**config.mk**
```make
export PLATFORM = sky130hd
export DESIGN_NAME = sensor_record_stream_decoder
export DESIGN_NICKNAME = d
export VERILOG_FILES = /design/src/rtl/core/srsd_pkg.sv /design/src/rtl/core/sensor_record_stream_decoder.sv /design/src/rtl/core/srsd_regs.sv /design/src/rtl/core/srsd_front.sv /design/src/rtl/core/srsd_queue.sv /design/src/rtl/core/srsd_back.sv
export SDC_FILE = /design/constraint.sdc
export NUM_CORES = 1
export LEC_CHECK = 0
export ABC_AREA = 0
export BUFFER_PORTS_ARGS = -buffer_cell sky130_fd_sc_hd__buf_2
export CELL_PAD_IN_SITES_DETAIL_PLACEMENT = 2
export CELL_PAD_IN_SITES_GLOBAL_PLACEMENT = 2
export CORE_ASPECT_RATIO = 0.75
export CORE_UTILIZATION = 38
export CTS_CLUSTER_SIZE = 25
export DETAILED_ROUTE_END_ITERATION = 8
export HOLD_SLACK_MARGIN = 0.08
export PLACE_DENSITY_LB_ADDON = 0.15
export SYNTH_ARGS = -nofsm -noshare
export SYNTH_HDL_FRONTEND = slang
export SYNTH_SLANG_ARGS = --single-unit
```
**constraint.sdc**
```tcl
create_clock -name clk -period 9.3 [get_ports clk]
set_input_delay 0.93 -clock clk [delete_from_list [all_inputs] [get_ports clk]]
set_output_delay 0.93 -clock clk [all_outputs]
set_load 0.02 [all_outputs]
```
**src/rtl/core/srsd_pkg.sv**
```systemverilog
// ----------------------------------------------------------------------------
// srsd_pkg
// Shared types and constants of the sensor record stream decoder.
// ----------------------------------------------------------------------------
package srsd_pkg;

	localparam int MAX_RECORDS_DEF     = 16;
	localparam int VALUE_MAX_BYTES_DEF = 8;

	localparam int BYTE_W    = 8;
	localparam int IDX_W     = 5;
	localparam int FMT_W     = 3;
	localparam int NUM_FMT   = 8;
	localparam int LEN_W     = 4;
	localparam int CNT_OUT_W = 5;
	localparam int VALUE_W   = 64;
	localparam int KIND_W    = 2;

	// Depth of the queue between front and back; a power of two.
	localparam int QUEUE_DEPTH = 2;

	localparam int APB_DATA_W   = 32;
	localparam int APB_ADDR_W   = 5;
	localparam int REG_ADDR_LSB = 2;

	typedef logic [NUM_FMT-1:0][LEN_W-1:0] len_table_t;

	typedef enum logic [KIND_W-1:0] {
		KIND_RECORD = 2'd0,
		KIND_OK     = 2'd1,
		KIND_ERROR  = 2'd2
	} result_kind_t;

	typedef enum logic [1:0] {
		PH_TYPE,
		PH_HEADER,
		PH_VALUE,
		PH_DRAIN
	} parse_phase_t;

	// Work for the back end caused by one input byte: an optional record
	// followed by an optional end status.
	typedef struct packed {
		logic                 rec_v;
		logic                 stat_v;
		logic                 stat_err;
		logic [BYTE_W-1:0]    sensor_type;
		logic [IDX_W-1:0]     sensor_index;
		logic [FMT_W-1:0]     format_code;
		logic [VALUE_W-1:0]   value_data;
		logic [LEN_W-1:0]     value_bytes;
		logic [CNT_OUT_W-1:0] record_count;
	} entry_t;

endpackage

```
**src/rtl/core/sensor_record_stream_decoder.sv**
```systemverilog
// Path: each byte's result beats are written into the work queue when the byte is
// accepted; from there they pass one by one into the output register to be taken.
// Throughput: one byte per cycle while in_stall is low; a byte that both closes a record
// and ends the payload gives two beats, which leave the single output register in turn.
// Reset: parser phase, counts, error flag, queue and output valid clear at once;
// the length registers reset to zero. No clearing pass is needed.
// ----------------------------------------------------------------------------
// sensor_record_stream_decoder
// Type-length-value record parser with a byte front end, a short work queue
// and a result back end.
// ----------------------------------------------------------------------------
module sensor_record_stream_decoder
	import srsd_pkg::*;
#(
	parameter int MAX_RECORDS     = MAX_RECORDS_DEF,
	parameter int VALUE_MAX_BYTES = VALUE_MAX_BYTES_DEF
)
(
	input  logic                  clk,
	input  logic                  arst_n,
	input  logic                  psel,
	input  logic                  penable,
	input  logic                  pwrite,
	input  logic [APB_ADDR_W-1:0] paddr,
	input  logic [APB_DATA_W-1:0] pwdata,
	output logic [APB_DATA_W-1:0] prdata,
	output logic                  pready,
	input  logic                  in_valid,
	output logic                  in_stall,
	input  logic [BYTE_W-1:0]     in_byte,
	input  logic                  end_of_buffer,
	output logic                  out_valid,
	input  logic                  out_stall,
	output logic [KIND_W-1:0]     result_kind,
	output logic [BYTE_W-1:0]     sensor_type,
	output logic [IDX_W-1:0]      sensor_index,
	output logic [FMT_W-1:0]      format_code,
	output logic [VALUE_W-1:0]    value_data,
	output logic [LEN_W-1:0]      value_bytes,
	output logic [CNT_OUT_W-1:0]  record_count,
	output logic                  last_of_run
);

	len_table_t len_table;
	entry_t     push_entry, head;
	logic       push, pop, q_full, not_empty;

	srsd_regs u_regs (
		.clk       (clk),
		.arst_n    (arst_n),
		.psel      (psel),
		.penable   (penable),
		.pwrite    (pwrite),
		.paddr     (paddr),
		.pwdata    (pwdata),
		.prdata    (prdata),
		.pready    (pready),
		.len_table (len_table)
	);

	srsd_front #(
		.MAX_RECORDS     (MAX_RECORDS),
		.VALUE_MAX_BYTES (VALUE_MAX_BYTES)
	) u_front (
		.clk           (clk),
		.arst_n        (arst_n),
		.in_valid      (in_valid),
		.in_stall      (in_stall),
		.in_byte       (in_byte),
		.end_of_buffer (end_of_buffer),
		.len_table     (len_table),
		.q_full        (q_full),
		.push          (push),
		.push_entry    (push_entry)
	);

	srsd_queue u_queue (
		.clk        (clk),
		.arst_n     (arst_n),
		.push       (push),
		.push_entry (push_entry),
		.full       (q_full),
		.pop        (pop),
		.head       (head),
		.not_empty  (not_empty)
	);

	srsd_back u_back (
		.clk          (clk),
		.arst_n       (arst_n),
		.head         (head),
		.not_empty    (not_empty),
		.pop          (pop),
		.out_valid    (out_valid),
		.out_stall    (out_stall),
		.result_kind  (result_kind),
		.sensor_type  (sensor_type),
		.sensor_index (sensor_index),
		.format_code  (format_code),
		.value_data   (value_data),
		.value_bytes  (value_bytes),
		.record_count (record_count),
		.last_of_run  (last_of_run)
	);

endmodule

```
**src/rtl/core/srsd_regs.sv**
```systemverilog
// ----------------------------------------------------------------------------
// srsd_regs
// Register file of per-format value lengths behind an APB-style port.
// ----------------------------------------------------------------------------
module srsd_regs
	import srsd_pkg::*;
(
	input  logic                  clk,
	input  logic                  arst_n,
	input  logic                  psel,
	input  logic                  penable,
	input  logic                  pwrite,
	input  logic [APB_ADDR_W-1:0] paddr,
	input  logic [APB_DATA_W-1:0] pwdata,
	output logic [APB_DATA_W-1:0] prdata,
	output logic                  pready,
	output len_table_t            len_table
);

	logic [NUM_FMT-1:0][LEN_W-1:0] len_q;
	logic [APB_ADDR_W-REG_ADDR_LSB-1:0] reg_idx;

	assign reg_idx = paddr[APB_ADDR_W-1:REG_ADDR_LSB];

	always_ff @(posedge clk or negedge arst_n) begin
		if (!arst_n) begin
			len_q <= '0;
		end else if (psel && penable && pwrite) begin
			len_q[reg_idx] <= pwdata[LEN_W-1:0];
		end
	end

	assign prdata    = {{(APB_DATA_W-LEN_W){1'b0}}, len_q[reg_idx]};
	assign pready    = 1'b1;
	assign len_table = len_q;

endmodule

```
**src/rtl/core/srsd_front.sv**
```systemverilog
// ----------------------------------------------------------------------------
// srsd_front
// Byte parser: tracks the record phase, collects value bytes and hands each
// byte's records and end status to the queue.
// ----------------------------------------------------------------------------
module srsd_front
	import srsd_pkg::*;
#(
	parameter int MAX_RECORDS     = MAX_RECORDS_DEF,
	parameter int VALUE_MAX_BYTES = VALUE_MAX_BYTES_DEF
)
(
	input  logic              clk,
	input  logic              arst_n,
	input  logic              in_valid,
	output logic              in_stall,
	input  logic [BYTE_W-1:0] in_byte,
	input  logic              end_of_buffer,
	input  len_table_t        len_table,
	input  logic              q_full,
	output logic              push,
	output entry_t            push_entry
);

	localparam int CNT_W = $clog2(MAX_RECORDS + 1);
	localparam int ACC_W = VALUE_MAX_BYTES * BYTE_W;
	localparam int POS_W = (VALUE_MAX_BYTES > 1) ? $clog2(VALUE_MAX_BYTES) : 1;
	localparam logic [LEN_W-1:0] MAX_LEN = LEN_W'(VALUE_MAX_BYTES);
	localparam logic [CNT_W-1:0] MAX_CNT = CNT_W'(MAX_RECORDS);

	parse_phase_t phase_q, phase_d;
	logic [BYTE_W-1:0] type_q;
	logic [FMT_W-1:0]  fmt_q;
	logic [IDX_W-1:0]  idx_q;
	logic [ACC_W-1:0]  acc_q;
	logic [LEN_W-1:0]  left_q;
	logic [POS_W-1:0]  pos_q;
	logic [LEN_W-1:0]  vlen_q;
	logic [CNT_W-1:0]  cnt_q;
	logic              err_q;

	logic fire;
	logic take_type, start_value, err_set, rec_hdr, rec_val, store_byte, rec_emit;
	logic [LEN_W-1:0] raw_len, hdr_len;
	logic [ACC_W-1:0] acc_new;
	logic [CNT_W-1:0] cnt_inc;
	logic [CNT_W+CNT_OUT_W-1:0] cnt_ext;

	assign fire     = in_valid && !q_full;
	assign in_stall = q_full;

	assign raw_len = len_table[in_byte[BYTE_W-1:IDX_W]];
	assign hdr_len = (raw_len > MAX_LEN) ? MAX_LEN : raw_len;

	// Decisions taken on the current byte.
	always_comb begin
		take_type   = 1'b0;
		start_value = 1'b0;
		err_set     = 1'b0;
		rec_hdr     = 1'b0;
		rec_val     = 1'b0;
		store_byte  = 1'b0;
		case (phase_q)
			PH_TYPE: begin
				if (!end_of_buffer) begin
					if (cnt_q >= MAX_CNT) begin
						err_set = 1'b1;
					end else begin
						take_type = 1'b1;
					end
				end
			end
			PH_HEADER: begin
				if (hdr_len == '0) begin
					rec_hdr = 1'b1;
				end else if (end_of_buffer) begin
					err_set = 1'b1;
				end else begin
					start_value = 1'b1;
				end
			end
			PH_VALUE: begin
				store_byte = 1'b1;
				if (left_q == LEN_W'(1)) begin
					rec_val = 1'b1;
				end else if (end_of_buffer) begin
					err_set = 1'b1;
				end
			end
			default: begin
			end
		endcase
	end

	assign rec_emit = rec_hdr || rec_val;

	// Next phase; the final byte of a payload always returns to the type byte.
	always_comb begin
		phase_d = phase_q;
		if (take_type) begin
			phase_d = PH_HEADER;
		end
		if (start_value) begin
			phase_d = PH_VALUE;
		end
		if (err_set) begin
			phase_d = PH_DRAIN;
		end
		if (rec_emit) begin
			phase_d = PH_TYPE;
		end
		if (end_of_buffer) begin
			phase_d = PH_TYPE;
		end
	end

	always_comb begin
		acc_new = acc_q;
		for (int i = 0; i < VALUE_MAX_BYTES; i++) begin
			if (pos_q == POS_W'(i)) begin
				acc_new[i*BYTE_W +: BYTE_W] = in_byte;
			end
		end
	end

	assign cnt_inc = cnt_q + CNT_W'(rec_emit);
	assign cnt_ext = {{CNT_OUT_W{1'b0}}, cnt_inc};

	always_comb begin
		push_entry.rec_v        = rec_emit;
		push_entry.stat_v       = end_of_buffer;
		push_entry.stat_err     = err_q || err_set;
		push_entry.sensor_type  = type_q;
		push_entry.sensor_index = rec_hdr ? in_byte[IDX_W-1:0] : idx_q;
		push_entry.format_code  = rec_hdr ? in_byte[BYTE_W-1:IDX_W] : fmt_q;
		push_entry.value_data   = rec_hdr ? '0 : VALUE_W'(acc_new);
		push_entry.value_bytes  = rec_hdr ? '0 : vlen_q;
		push_entry.record_count = cnt_ext[CNT_OUT_W-1:0];
	end

	assign push = fire && (rec_emit || end_of_buffer);

	always_ff @(posedge clk or negedge arst_n) begin
		if (!arst_n) begin
			phase_q <= PH_TYPE;
			cnt_q   <= '0;
			err_q   <= 1'b0;
		end else if (fire) begin
			phase_q <= phase_d;
			if (end_of_buffer) begin
				cnt_q <= '0;
				err_q <= 1'b0;
			end else begin
				cnt_q <= cnt_inc;
				err_q <= err_q || err_set;
			end
		end
	end

	always_ff @(posedge clk) begin
		if (fire) begin
			if (take_type) begin
				type_q <= in_byte;
			end
			if (phase_q == PH_HEADER) begin
				fmt_q  <= in_byte[BYTE_W-1:IDX_W];
				idx_q  <= in_byte[IDX_W-1:0];
				vlen_q <= hdr_len;
				left_q <= hdr_len;
				pos_q  <= '0;
				acc_q  <= '0;
			end
			if (store_byte) begin
				acc_q  <= acc_new;
				left_q <= left_q - LEN_W'(1);
				pos_q  <= pos_q + POS_W'(1);
			end
		end
	end

endmodule

```
**src/rtl/core/srsd_queue.sv**
```systemverilog
// ----------------------------------------------------------------------------
// srsd_queue
// Short FIFO of parsed work between the front and the back end.
// ----------------------------------------------------------------------------
module srsd_queue
	import srsd_pkg::*;
(
	input  logic   clk,
	input  logic   arst_n,
	input  logic   push,
	input  entry_t push_entry,
	output logic   full,
	input  logic   pop,
	output entry_t head,
	output logic   not_empty
);

	localparam int PTR_W = (QUEUE_DEPTH > 1) ? $clog2(QUEUE_DEPTH) : 1;

	entry_t mem_q [QUEUE_DEPTH];
	logic [PTR_W-1:0] wr_ptr_q, rd_ptr_q;
	logic [PTR_W:0]   count_q;

	assign full      = (count_q == (PTR_W+1)'(QUEUE_DEPTH));
	assign not_empty = (count_q != '0);
	assign head      = mem_q[rd_ptr_q];

	always_ff @(posedge clk or negedge arst_n) begin
		if (!arst_n) begin
			wr_ptr_q <= '0;
			rd_ptr_q <= '0;
			count_q  <= '0;
		end else begin
			if (push) begin
				wr_ptr_q <= wr_ptr_q + PTR_W'(1);
			end
			if (pop) begin
				rd_ptr_q <= rd_ptr_q + PTR_W'(1);
			end
			count_q <= count_q + (PTR_W+1)'(push) - (PTR_W+1)'(pop);
		end
	end

	always_ff @(posedge clk) begin
		if (push) begin
			mem_q[wr_ptr_q] <= push_entry;
		end
	end

endmodule

```
**src/rtl/core/srsd_back.sv**
```systemverilog
// ----------------------------------------------------------------------------
// srsd_back
// Result sequencer: turns each queued entry into a record beat and/or an
// end status beat, held in an output register.
// ----------------------------------------------------------------------------
module srsd_back
	import srsd_pkg::*;
(
	input  logic                 clk,
	input  logic                 arst_n,
	input  entry_t               head,
	input  logic                 not_empty,
	output logic                 pop,
	output logic                 out_valid,
	input  logic                 out_stall,
	output logic [KIND_W-1:0]    result_kind,
	output logic [BYTE_W-1:0]    sensor_type,
	output logic [IDX_W-1:0]     sensor_index,
	output logic [FMT_W-1:0]     format_code,
	output logic [VALUE_W-1:0]   value_data,
	output logic [LEN_W-1:0]     value_bytes,
	output logic [CNT_OUT_W-1:0] record_count,
	output logic                 last_of_run
);

	logic                 out_valid_q;
	result_kind_t         kind_q;
	logic [BYTE_W-1:0]    type_q;
	logic [IDX_W-1:0]     idx_q;
	logic [FMT_W-1:0]     fmt_q;
	logic [VALUE_W-1:0]   value_q;
	logic [LEN_W-1:0]     vbytes_q;
	logic [CNT_OUT_W-1:0] count_q;
	logic                 last_q;
	logic                 rec_done_q;

	logic load, take, send_rec;

	assign load     = !out_valid_q || !out_stall;
	assign take     = load && not_empty;
	// The record part of the head entry goes out before its status.
	assign send_rec = head.rec_v && !rec_done_q;
	assign pop      = take && (!send_rec || !head.stat_v);

	always_ff @(posedge clk or negedge arst_n) begin
		if (!arst_n) begin
			out_valid_q <= 1'b0;
			rec_done_q  <= 1'b0;
		end else if (load) begin
			out_valid_q <= not_empty;
			if (not_empty) begin
				rec_done_q <= send_rec && head.stat_v;
			end
		end
	end

	always_ff @(posedge clk) begin
		if (take) begin
			count_q <= head.record_count;
			if (send_rec) begin
				kind_q   <= KIND_RECORD;
				type_q   <= head.sensor_type;
				idx_q    <= head.sensor_index;
				fmt_q    <= head.format_code;
				value_q  <= head.value_data;
				vbytes_q <= head.value_bytes;
				last_q   <= !head.stat_v;
			end else begin
				kind_q   <= head.stat_err ? KIND_ERROR : KIND_OK;
				type_q   <= '0;
				idx_q    <= '0;
				fmt_q    <= '0;
				value_q  <= '0;
				vbytes_q <= '0;
				last_q   <= 1'b1;
			end
		end
	end

	assign out_valid    = out_valid_q;
	assign result_kind  = kind_q;
	assign sensor_type  = type_q;
	assign sensor_index = idx_q;
	assign format_code  = fmt_q;
	assign value_data   = value_q;
	assign value_bytes  = vbytes_q;
	assign record_count = count_q;
	assign last_of_run  = last_q;

endmodule

```
* Word-level counts from Yosys, hierarchy flattened
Memory sizes are Yosys's and may differ from the RTL's.
Index checks and enable logic that the tools add are counted.
** Storage, ports and cells
- Memories :: 1
- Register bits :: 229
- Memory bits (writable) :: 184
** Operators by class
- Reductions and logical operators :: 31
- Magnitude comparators :: 5
- Eq/ne operators :: 11
- Mux-type cells :: 53
- $add $sub $neg :: 7
** Memories
- u_queue.mem_q :: depth 2, width 92, read ports 1, clocked after memory_dff 0, write ports 1, line srsd_queue.sv:20 : entry_t mem_q [QUEUE_DEPTH];
** Operator list (count)
- two-way mux 64 bit :: 3
- two-way mux 8 bit :: 8
- bitwise mux 32 bit :: 1
- two-way mux 4 bit :: 7
- binary-select mux 4 bit (select 3 bit) :: 2
- two-way mux 1 bit :: 19
- demux 4 bit (select 3 bit) :: 1
- equality test 3 bit (second input constant) :: 4
- two-way mux 2 bit :: 6
- two-way mux 5 bit :: 2
- AND reduction 2 bit :: 5
- logical AND 1 bit :: 9
- two-way mux 3 bit :: 3
- < comparator 3 x 4 -> 1 bit (second input constant) :: 2
- equality test 3 x 2 -> 1 bit (second input constant) :: 2
- logical NOT 1 bit :: 6
- adder 5 x 1 -> 5 bit :: 1
- >= comparator 5 bit (second input constant) :: 1
- logical OR 1 bit :: 5
- nonzero test 5 bit :: 1
- equality test 2 bit (second input constant) :: 2
- equality test 4 x 1 -> 1 bit (second input constant) :: 1
- greater-than comparator 4 bit (second input constant) :: 1
- logical NOT 4 bit :: 1
- 12 further kinds :: 14

* Depth between registers and ports, before layout
Gate-level depths: netlist of run 1.
- Depth after elaboration :: 12
- Mapped depth :: 14
- Depth with buffers taken out :: 10

* Modules after synthesis
From an unflattened synthesis of run 1, not the netlist that was laid out.
** Second synthesis, totals
- Cell total of the unflattened synthesis :: 1056
- Area total of the unflattened synthesis :: 17730.8 µm²
** Modules (own cells, without submodules)
- srsd_queue :: seq. area each 5625.4 µm², times used 1, area each 7119.3 µm², cells an instance 301
- srsd_front :: seq. area each 2932.8 µm², times used 1, area each 5363.9 µm², cells an instance 436
- srsd_back :: seq. area each 2812.7 µm², times used 1, area each 3494.6 µm², cells an instance 196
- srsd_regs :: seq. area each 800.8 µm², times used 1, area each 1752.9 µm², cells an instance 123

* Least setup slack after synthesis of run 1
Ideal clock, no wire load.
- Kind :: in2reg
- Start :: input in_byte[5]
- End :: memory u_queue.mem_q[0][0] (netlist bit) (enable)
- Cell stages on the path :: 9
- Arrival :: 9.023 ns
- Required time :: 8.621 ns
- Path slack :: -0.402 ns
- Buffers on the path :: 4
- Cells stage by stage :: buf_6 buf_2 mux4_2 mux2i_1 and4b_1 buf_4 nand2_4 buf_6 a211oi_1
** Between the ends
- Cells in the longest elaborated chain, start to end :: 12
** Ends and longest elaborated chain
- start, declared :: line sensor_record_stream_decoder.sv:30 : input logic [BYTE_W-1:0] in_byte,
- binary-select mux 4 bit (select 3 bit) (*) :: line srsd_front.sv:52 : assign raw_len = len_table[in_byte[BYTE_W-1:IDX_W]];
- two-way mux 4 bit (not written as such) (*) :: line srsd_front.sv:52
- greater-than comparator 4 bit :: line srsd_front.sv:53 : assign hdr_len = (raw_len > MAX_LEN) ? MAX_LEN : raw_len;
- two-way mux 4 bit (*) :: line srsd_front.sv:53
- logical NOT 4 bit (*) :: line srsd_front.sv:74 : if (hdr_len == '0) begin
- two-way mux 1 bit (*) :: line srsd_front.sv:74
- two-way mux 1 bit (*) :: line srsd_front.sv:63 : case (phase_q)
- logical OR 1 bit (*) :: line srsd_front.sv:95 : assign rec_emit = rec_hdr || rec_val;
- logical OR 1 bit (*) :: line srsd_front.sv:141 : assign push = fire && (rec_emit || end_of_buffer);
- logical AND 1 bit (*) :: line srsd_front.sv:141
- two-way mux 1 bit (*) :: line srsd_queue.sv:45 : if (push) begin
- two-way mux 1 bit (not written as such) (*) :: line srsd_queue.sv:46 : mem_q[wr_ptr_q] <= push_entry;
- end, declared :: line srsd_queue.sv:20
Every way passes the cells marked *; elsewhere a longest branch is shown, timed or not. The select of a mux whose other input is x is not followed.

* Worst setup path after layout of run 1
- Start :: input in_byte[5]
- End :: memory u_queue.mem_q[1][15] (netlist bit) (enable)
The elaborated chain is that of the path after synthesis.

==> run_results.csv, run 1 <==
group,metric,value,unit
run_status,outcome,"finished, final reports clean",
critical_path,critical_path.cell_chain,"buf_2 > mux4_1 > mux2i_1 > and4b_1 > nand2_4 > a21oi_4 > buf_4 > buf_4",
synth,netlist_area,16830,sq um
synth,synthCells,1077,
clocking,clk_latency,0.55,ns
clocking,ctsHoldBuffers,0,
timing,relSlewSlack,23.25,%
critical_path,rr_worst_depth,7,
drt,drc,0,
clocking,post_cts_buffers,0,
critical_path,r2r_setup_slack,5.21,ns
critical_path,crit_path_end,"u_queue.mem_q[1][15]",
synth,synth.ff_latch_count,413,
cells_and_area,fin_util,44.36,%
synth,ys.warnings.count,0,
cells_and_area,layout_commonest_cell,"edfxtp_1",
clocking,numCtsBuffers,42,
synth,ys.flop_type,"edfxtp_1",
timing,rsz0062_at_grt,"no",
timing,hold_ws,0.4521,ns
place,gp_congestion,0.7331,
synth,avgSynthCellArea,15.63,sq um
timing,min_period,4.764,ns
critical_path,cp_slowest_cell,"buf_4",
timing,fmax,0.2099,GHz
critical_path,r2r_start,"u_regs.len_table[23]",
drt,viasPerCell,4.934,
drt,ant_nets,0,
floorplanning,chipHeight,184.3,um
place,hpwlAfterDp,22800,um
floorplanning,start_util,38.68,%
synth,async_flop_share,11.14,%
critical_path,critPathBufInv,3,
synth,yosys.area.top_type_share,65.47,%
critical_path,cpPeakStageDelay,0.71,ns
global_routing,grt_pass1_vias,9668,
critical_path,crit_type,"input port to register",
cells_and_area,syn_to_final_growth,14.70,%
clocking,ctsRootBufferMaster,"clkbuf_16",
critical_path,crit_family,"buffers and inverters",
critical_path,start_kind,"input port",
timing,drv_slew,0,
clocking,cts_tree,"built",
clocking,cts_sinks,413,
drt,drtPass1Iterations,4,
cells_and_area,layout_common_cells,"367 x edfxtp_1, 231 x nor2_1, 158 x mux2i_1",
flow_run,max-cap-violations,0,
global_routing,antenna_found_initial,0,
worst_hold_path,min_path_type,"register to register",
timing,setup_viol,0,
critical_path,worstPathRequired,9.47,ns
floorplanning,dieWidth,245.0,um
critical_path,crit_start,"in_byte[5]",
global_routing,grt_usage,17.36,%
clocking,cts_max_level,2,
critical_path,r2r-end,"u_queue.mem_q[1][15]",
drt,vias,8886,
critical_path,cp_max_fo,53,
cells_and_area,antennaDiodeCount,0,
critical_path,crit_path_end_kind,"register",
clocking,clkTransAtPathRegs,0.06,ns
clocking,cts_resized,0,
synth,synthTopCellsByArea,"edfxtp_1 65%, mux2i_1 9.4%, dfrtp_1 6.8%",
critical_path,cp.depth,8,
floorplanning,coreArea,43520,sq um
synth,synth_enable_flop_cells,367,
timing,period_share,51.23,%
global_routing,overflow,0,
drt,wl_per_cell,21.45,um
synth,ys_seq_area_share,72.31,%
clocking,clockBufferDepth,3,
place,numPortBuffers,120,
synth,yosys.area.top_type,"edfxtp_1",
global_routing,grt_max_degree,86,
synth,ys_types,43,
floorplanning,io_pins,180,
drt,routed_wl,38630,um
floorplanning,rows,66,
pwr,vdd_drop_max,0.0002097,V
pwr,p_leak,7.628,nW
critical_path,cp.arrival,4.93,ns
timing,skew,0.01530,ns
pwr,p_per_area,344.4,nW/um^2
cells_and_area,drive_gt1_share,21.18,%
timing,finalSetupTns,0,ns
timing,hold_violations,0,
timing,tightest_slew,1.146,ns
drt,drtIter0Drc,354,
critical_path,crit_top_cell,"buf_4",
cells_and_area,num-nets-final,1262,
floorplanning,die_area,45150,sq um
global_routing,grt_pass1_wl,58930,um
synthesized netlist by cell type, types with 9 or more instances:
| cell | count |
|---|---|
| edfxtp_1 | 367 |
| nor2_1 | 231 |
| mux2i_1 | 158 |
| dfrtp_1 | 46 |
| mux2_2 | 46 |
| clkbuf_1 | 36 |
| buf_4 | 31 |
| nand2_1 | 30 |
| ha_1 | 16 |
| inv_1 | 15 |
| mux4_2 | 13 |
| and2_1 | 9 |
kinds of logic after synthesis:
family,count (synthesis),share of synthesized area [%]
AOI/OAI and AO/OA,27,1.004
xor gates and xnor gates,8,0.4163
adders and majority gates,16,1.189
buffers and inverters,99,3.271
DFF,413,72.31
muxes,222,14.79
other,2,0.04462
and+or+nand+nor,290,6.973
worst min-delay path by stage:
stage,from,cells past startpoint,slack (ns),endpoint
after floorplan,u_front.type_q[0],0,0.42,u_queue.mem_q[0][81]
after global placement,u_front.type_q[5],0,0.42,u_queue.mem_q[0][86]
after detailed placement,u_front.type_q[7],0,0.44,u_queue.mem_q[0][88]
after CTS,u_front.type_q[7],0,0.45,u_queue.mem_q[1][88]
after global routing,u_front.type_q[2],0,0.45,u_queue.mem_q[1][83]
final,u_front.type_q[6],0,0.45,u_queue.mem_q[1][87]
registers in the layout, indices dropped and copies added, names as in the netlist, 3 cells and up:
name,count
u_back.value_data,64
u_back.record_count,5
u_back.sensor_type,8
u_front.type_q,8
u_regs.len_table,32
u_front.idx_q,5
u_front.left_q,4
u_front.fmt_q,3
u_front.pos_q,3
u_front.vlen_q,4
u_front.cnt_q,5
u_back.value_bytes,4
u_queue.mem_q,184
u_back.sensor_index,5
u_front.acc_q,64
u_back.format_code,3
power breakdown:
group / internal (W) / switching [W] / total (W)
registers: 0.00283 / 0.000215 / 0.00304
clock network: 0.00104 / 0.000699 / 0.00174
logic: 0.000590 / 0.00128 / 0.00187
per-layer routing:
metal,part of all wire [%],global-route usage [%],vias up
li1,-,-,4092
met5,0,0,-
met4,1.8,4.675,0
met1,46,23.43,4611
met3,3.4,2.825,52
met2,48,29.06,131
worst register-to-register path: stages (launching register included):
cell	delay [ns]
dfrtp_1	0.40
mux4_2	0.47
mux2_4	0.32
and4b_1	0.47
nand2_4	0.23
a21oi_4	0.54
buf_4	0.47
buf_4	0.72
through the flow:
stage | setup WS, ns | instances | cell area, sq um | total power [W]
after global placement | 3.949 | 1727 | 17900 | 0.004910
after floorplan | 1.833 | 1104 | 16940 | 0.004348
final | 4.536 | 1801 | 19310 | 0.006650
after CTS | 4.412 | 1801 | 19310 | 0.006773
after global routing | 4.289 | 1801 | 19310 | 0.006999
after detailed placement | 3.836 | 1727 | 17900 | 0.004998
final cells by class:
| class | instances | area [sq um] |
|---|---|---|
| clock inverters | 20 | 214.0 |
| multi-input cells | 592 | 4272 |
| flip-flops and latches | 413 | 12180 |
| clock buffers | 54 | 1190 |
| inverters | 16 | 60.06 |
| repair buffers | 128 | 673.1 |
| well taps | 578 | 723.2 |
| fillers | 4167 | 24210 |
(Power assumes the default switching activity.)
==> run 2, diff against run 1 <==
Settings changed: ABC_AREA 0 to 1, CORE_UTILIZATION 38 to 39.
Clock period 9.3 ns to 4.85 ns, I/O delays scaled along.
==> run 2 against run 1 <==
Against the previous run: count of clock-buffer cells in the layout decreased by 2; synthesized cell count increased by 32%; design area hardly changed; register-to-register slack worse by 3.4 ns; critical endpoint is now u_queue.mem_q[1][51]; first-iteration DRC count grew 52%.
==> run_results.csv, run 2 <==
group,metric,value,unit
synth,synthCells,1422,
synth,ys_seq_area_share,72.59,%
drt,drtPass1Iterations,4,
pwr,p_clk_share,26.2,%
timing,tightest_slew,1.130,ns
cells_and_area,layout_common_cells,"367 x edfxtp_1, 314 x nand2_1, 203 x nor2_1",
timing,rsz0062_at_grt,"no",
synth,yosys.area.top_type_share,65.73,%
cells_and_area,final_cell_count_no_fill,2146,
drt,wl_per_cell,22.04,um
synth,ys_types,38,
pwr,seqPwrFrac,45.1,%
floorplanning,io_pins,180,
synth,ys.flop_type,"edfxtp_1",
global_routing,overflow,0,
clocking,cts_max_level,2,
clocking,post_cts_buffers,0,
cells_and_area,drive_gt1_share,14.52,%
critical_path,crit_type,"input port to register",
clocking,cts_sinks,413,
cells_and_area,fin_util,45.73,%
synth,yosysMostFrequentCell,"edfxtp_1",
timing,relSlewSlack,24.68,%
clocking,cts_tree,"built",
synth,synth_enable_flop_cells,367,
timing,min_period,3.101,ns
pwr,p_comb_share,28.7,%
synth,async_flop_share,11.14,%
pwr,vdd_drop_max,0.0003710,V
pwr,p_per_area,645.9,nW/um^2
synth,synthTopCellsByCount,"367 x edfxtp_1, 314 x nand2_1, 205 x nor2_1, 133 x a21oi_1, 79 x inv_1",
cells_and_area,num-nets-final,1611,
critical_path,worstPathRequired,5.10,ns
timing,skew,0.01673,ns
pwr,power.total,0.01247,W
timing,period_share,63.94,%
global_routing,grt_usage,22.09,%
cells_and_area,layout_commonest_cell,"edfxtp_1",
global_routing,grt_pass1_wl,72700,um
floorplanning,start_util,39.72,%
timing,finalSetupTns,0,ns
clocking,numCtsBuffers,43,
synth,netlist_area,16770,sq um
drt,vias,10980,
synth,ys.warnings.count,0,
critical_path,cp_max_fo,28,
critical_path,crit_start,"in_byte[6]",
place,gp_congestion,0.8836,
drt,viasPerCell,5.116,
flow_run,max-cap-violations,0,
floorplanning,chipHeight,181.6,um
floorplanning,dieWidth,241.4,um
clocking,ctsRootBufferMaster,"clkbuf_16",
clocking,clk_latency,0.56,ns
floorplanning,die_area,43840,sq um
worst_hold_path,hp-start,"out_stall",
drt,drtIter0Drc,537,
pwr,internal_power,0.008004,W
critical_path,cp.arrival,3.35,ns
synth,yosys.area.top_type,"edfxtp_1",
global_routing,grt_pass1_vias,12290,
drt,drc,0,
timing,setup_viol,0,
floorplanning,rows,65,
cells_and_area,syn_to_final_growth,15.11,%
synth,synth.ff_latch_count,413,
place,hpwlAfterDp,29240,um
place,placed_cells,2065,
drt,ant_nets,0,
run_status,outcome,"finished, final reports clean",
cells_and_area,antennaDiodeCount,0,
pwr,p_leak,7.478,nW
place,numPortBuffers,120,
global_routing,antenna_found_initial,0,
pwr,power_switching,0.004462,W
synth,synthTopCellsByArea,"edfxtp_1 66%, nand2_1 7.0%, dfrtp_1 6.9%",
clocking,clockBufferDepth,3,
drt,routed_wl,47300,um
floorplanning,coreArea,42210,sq um
cells_and_area,top_register,"u_queue.mem_q",
timing,drv_slew,0,
synth,avgSynthCellArea,11.79,sq um
timing,hold_violations,0,
critical_path,crit_path_end_kind,"register",
clocking,clkTransAtPathRegs,0.06,ns
critical_path,start_kind,"input port",
critical_path,r2r_start,"u_regs.len_table[4]",
worst_hold_path,min_path_type,"input port to register",
global_routing,grt_max_degree,84,
timing,fmax,0.3225,GHz
pwr,sw_frac_of_total,35.80,%
timing,hold_ws,0.1652,ns
cells_and_area,largest_register_ffs,184,
## run 2: cell type report
cell class / count / area [sq um]
repair buffers: 140 / 840.8
multi-input cells: 854 / 3856
flip-flops and latches: 413 / 12180
well taps: 569 / 711.9
clock buffers: 52 / 1152
inverters: 90 / 346.6
clock inverters: 28 / 217.7
fillers: 4245 / 22910
## run 2: logic make-up (layout without fill, tap and decap cells)
logic type / count (synthesis) / in the layout / share of synthesized area, %
other: 2 / 29 / 0.04479
adders and majority gates: 16 / 16 / 1.194
DFF: 413 / 413 / 72.59
buffers and inverters: 182 / 310 / 5.134
and+or+nand+nor: 580 / 580 / 13.69
AOI/OAI and AO/OA: 221 / 221 / 6.932
xor gates and xnor gates: 8 / 8 / 0.4179
## run 2: final timing paths
path / to / slack [ns] / depth (start not counted)
min in group asynchronous: u_regs.len_table[5] / 0.60 / 3
max in group asynchronous: u_queue.rd_ptr_q / 3.74 / 3
worst min-delay path: u_back.out_valid / 0.17 / 3
worst max-delay path: u_queue.mem_q[1][51] / 1.75 / 12
worst max register to register: u_queue.mem_q[1][51] / 1.80 / 12
worst min register to register: u_queue.mem_q[1][88] / 0.45 / 0
## run 2: worst max-delay path: stages
cell     delay (ns)
buf_2          0.29
inv_2          0.32
nand3_1        0.21
nand3_1        0.11
nand2_2        0.14
inv_2          0.05
nor2_2         0.10
nand3_2        0.42
nand3_4        0.25
nand2_4        0.10
nor2_4         0.53
buf_12         0.30
## run 2: layer usage
metal / GRT usage (%) / wire length, um
met5: 0 / 0
met4: 5.215 / 841
met3: 2.964 / 1499
met2: 37.97 / 23720
met1: 29.56 / 21240
## run 2: through the flow
stage          setup slack (ns)  cell area [sq um]
5_1_grt                   1.576              19300
3_5_place_dp              1.155              17920
4_1_cts                   1.721              19300
6_report                  1.749              19300
2_1_floorplan            0.4569              16870
3_3_place_gp              1.189              17920
## run 2: timing repair
item                       in CTS  in global routing
gates resized for setup         0                  0
setup endpoints to repair       0                  0
hold buffers                    1                  0
hold endpoints to repair       46                  0
## run 2: power groups by stage
stage,Sequential (W),Combinational [W],Clock [W]
detailed placement,0.00569,0.00361,0
finish,0.00562,0.00358,0.00326
global route,0.00571,0.00393,0.00347
floorplan,0.00614,0.00172,0
CTS,0.00564,0.00367,0.00334
global placement,0.00561,0.00342,0
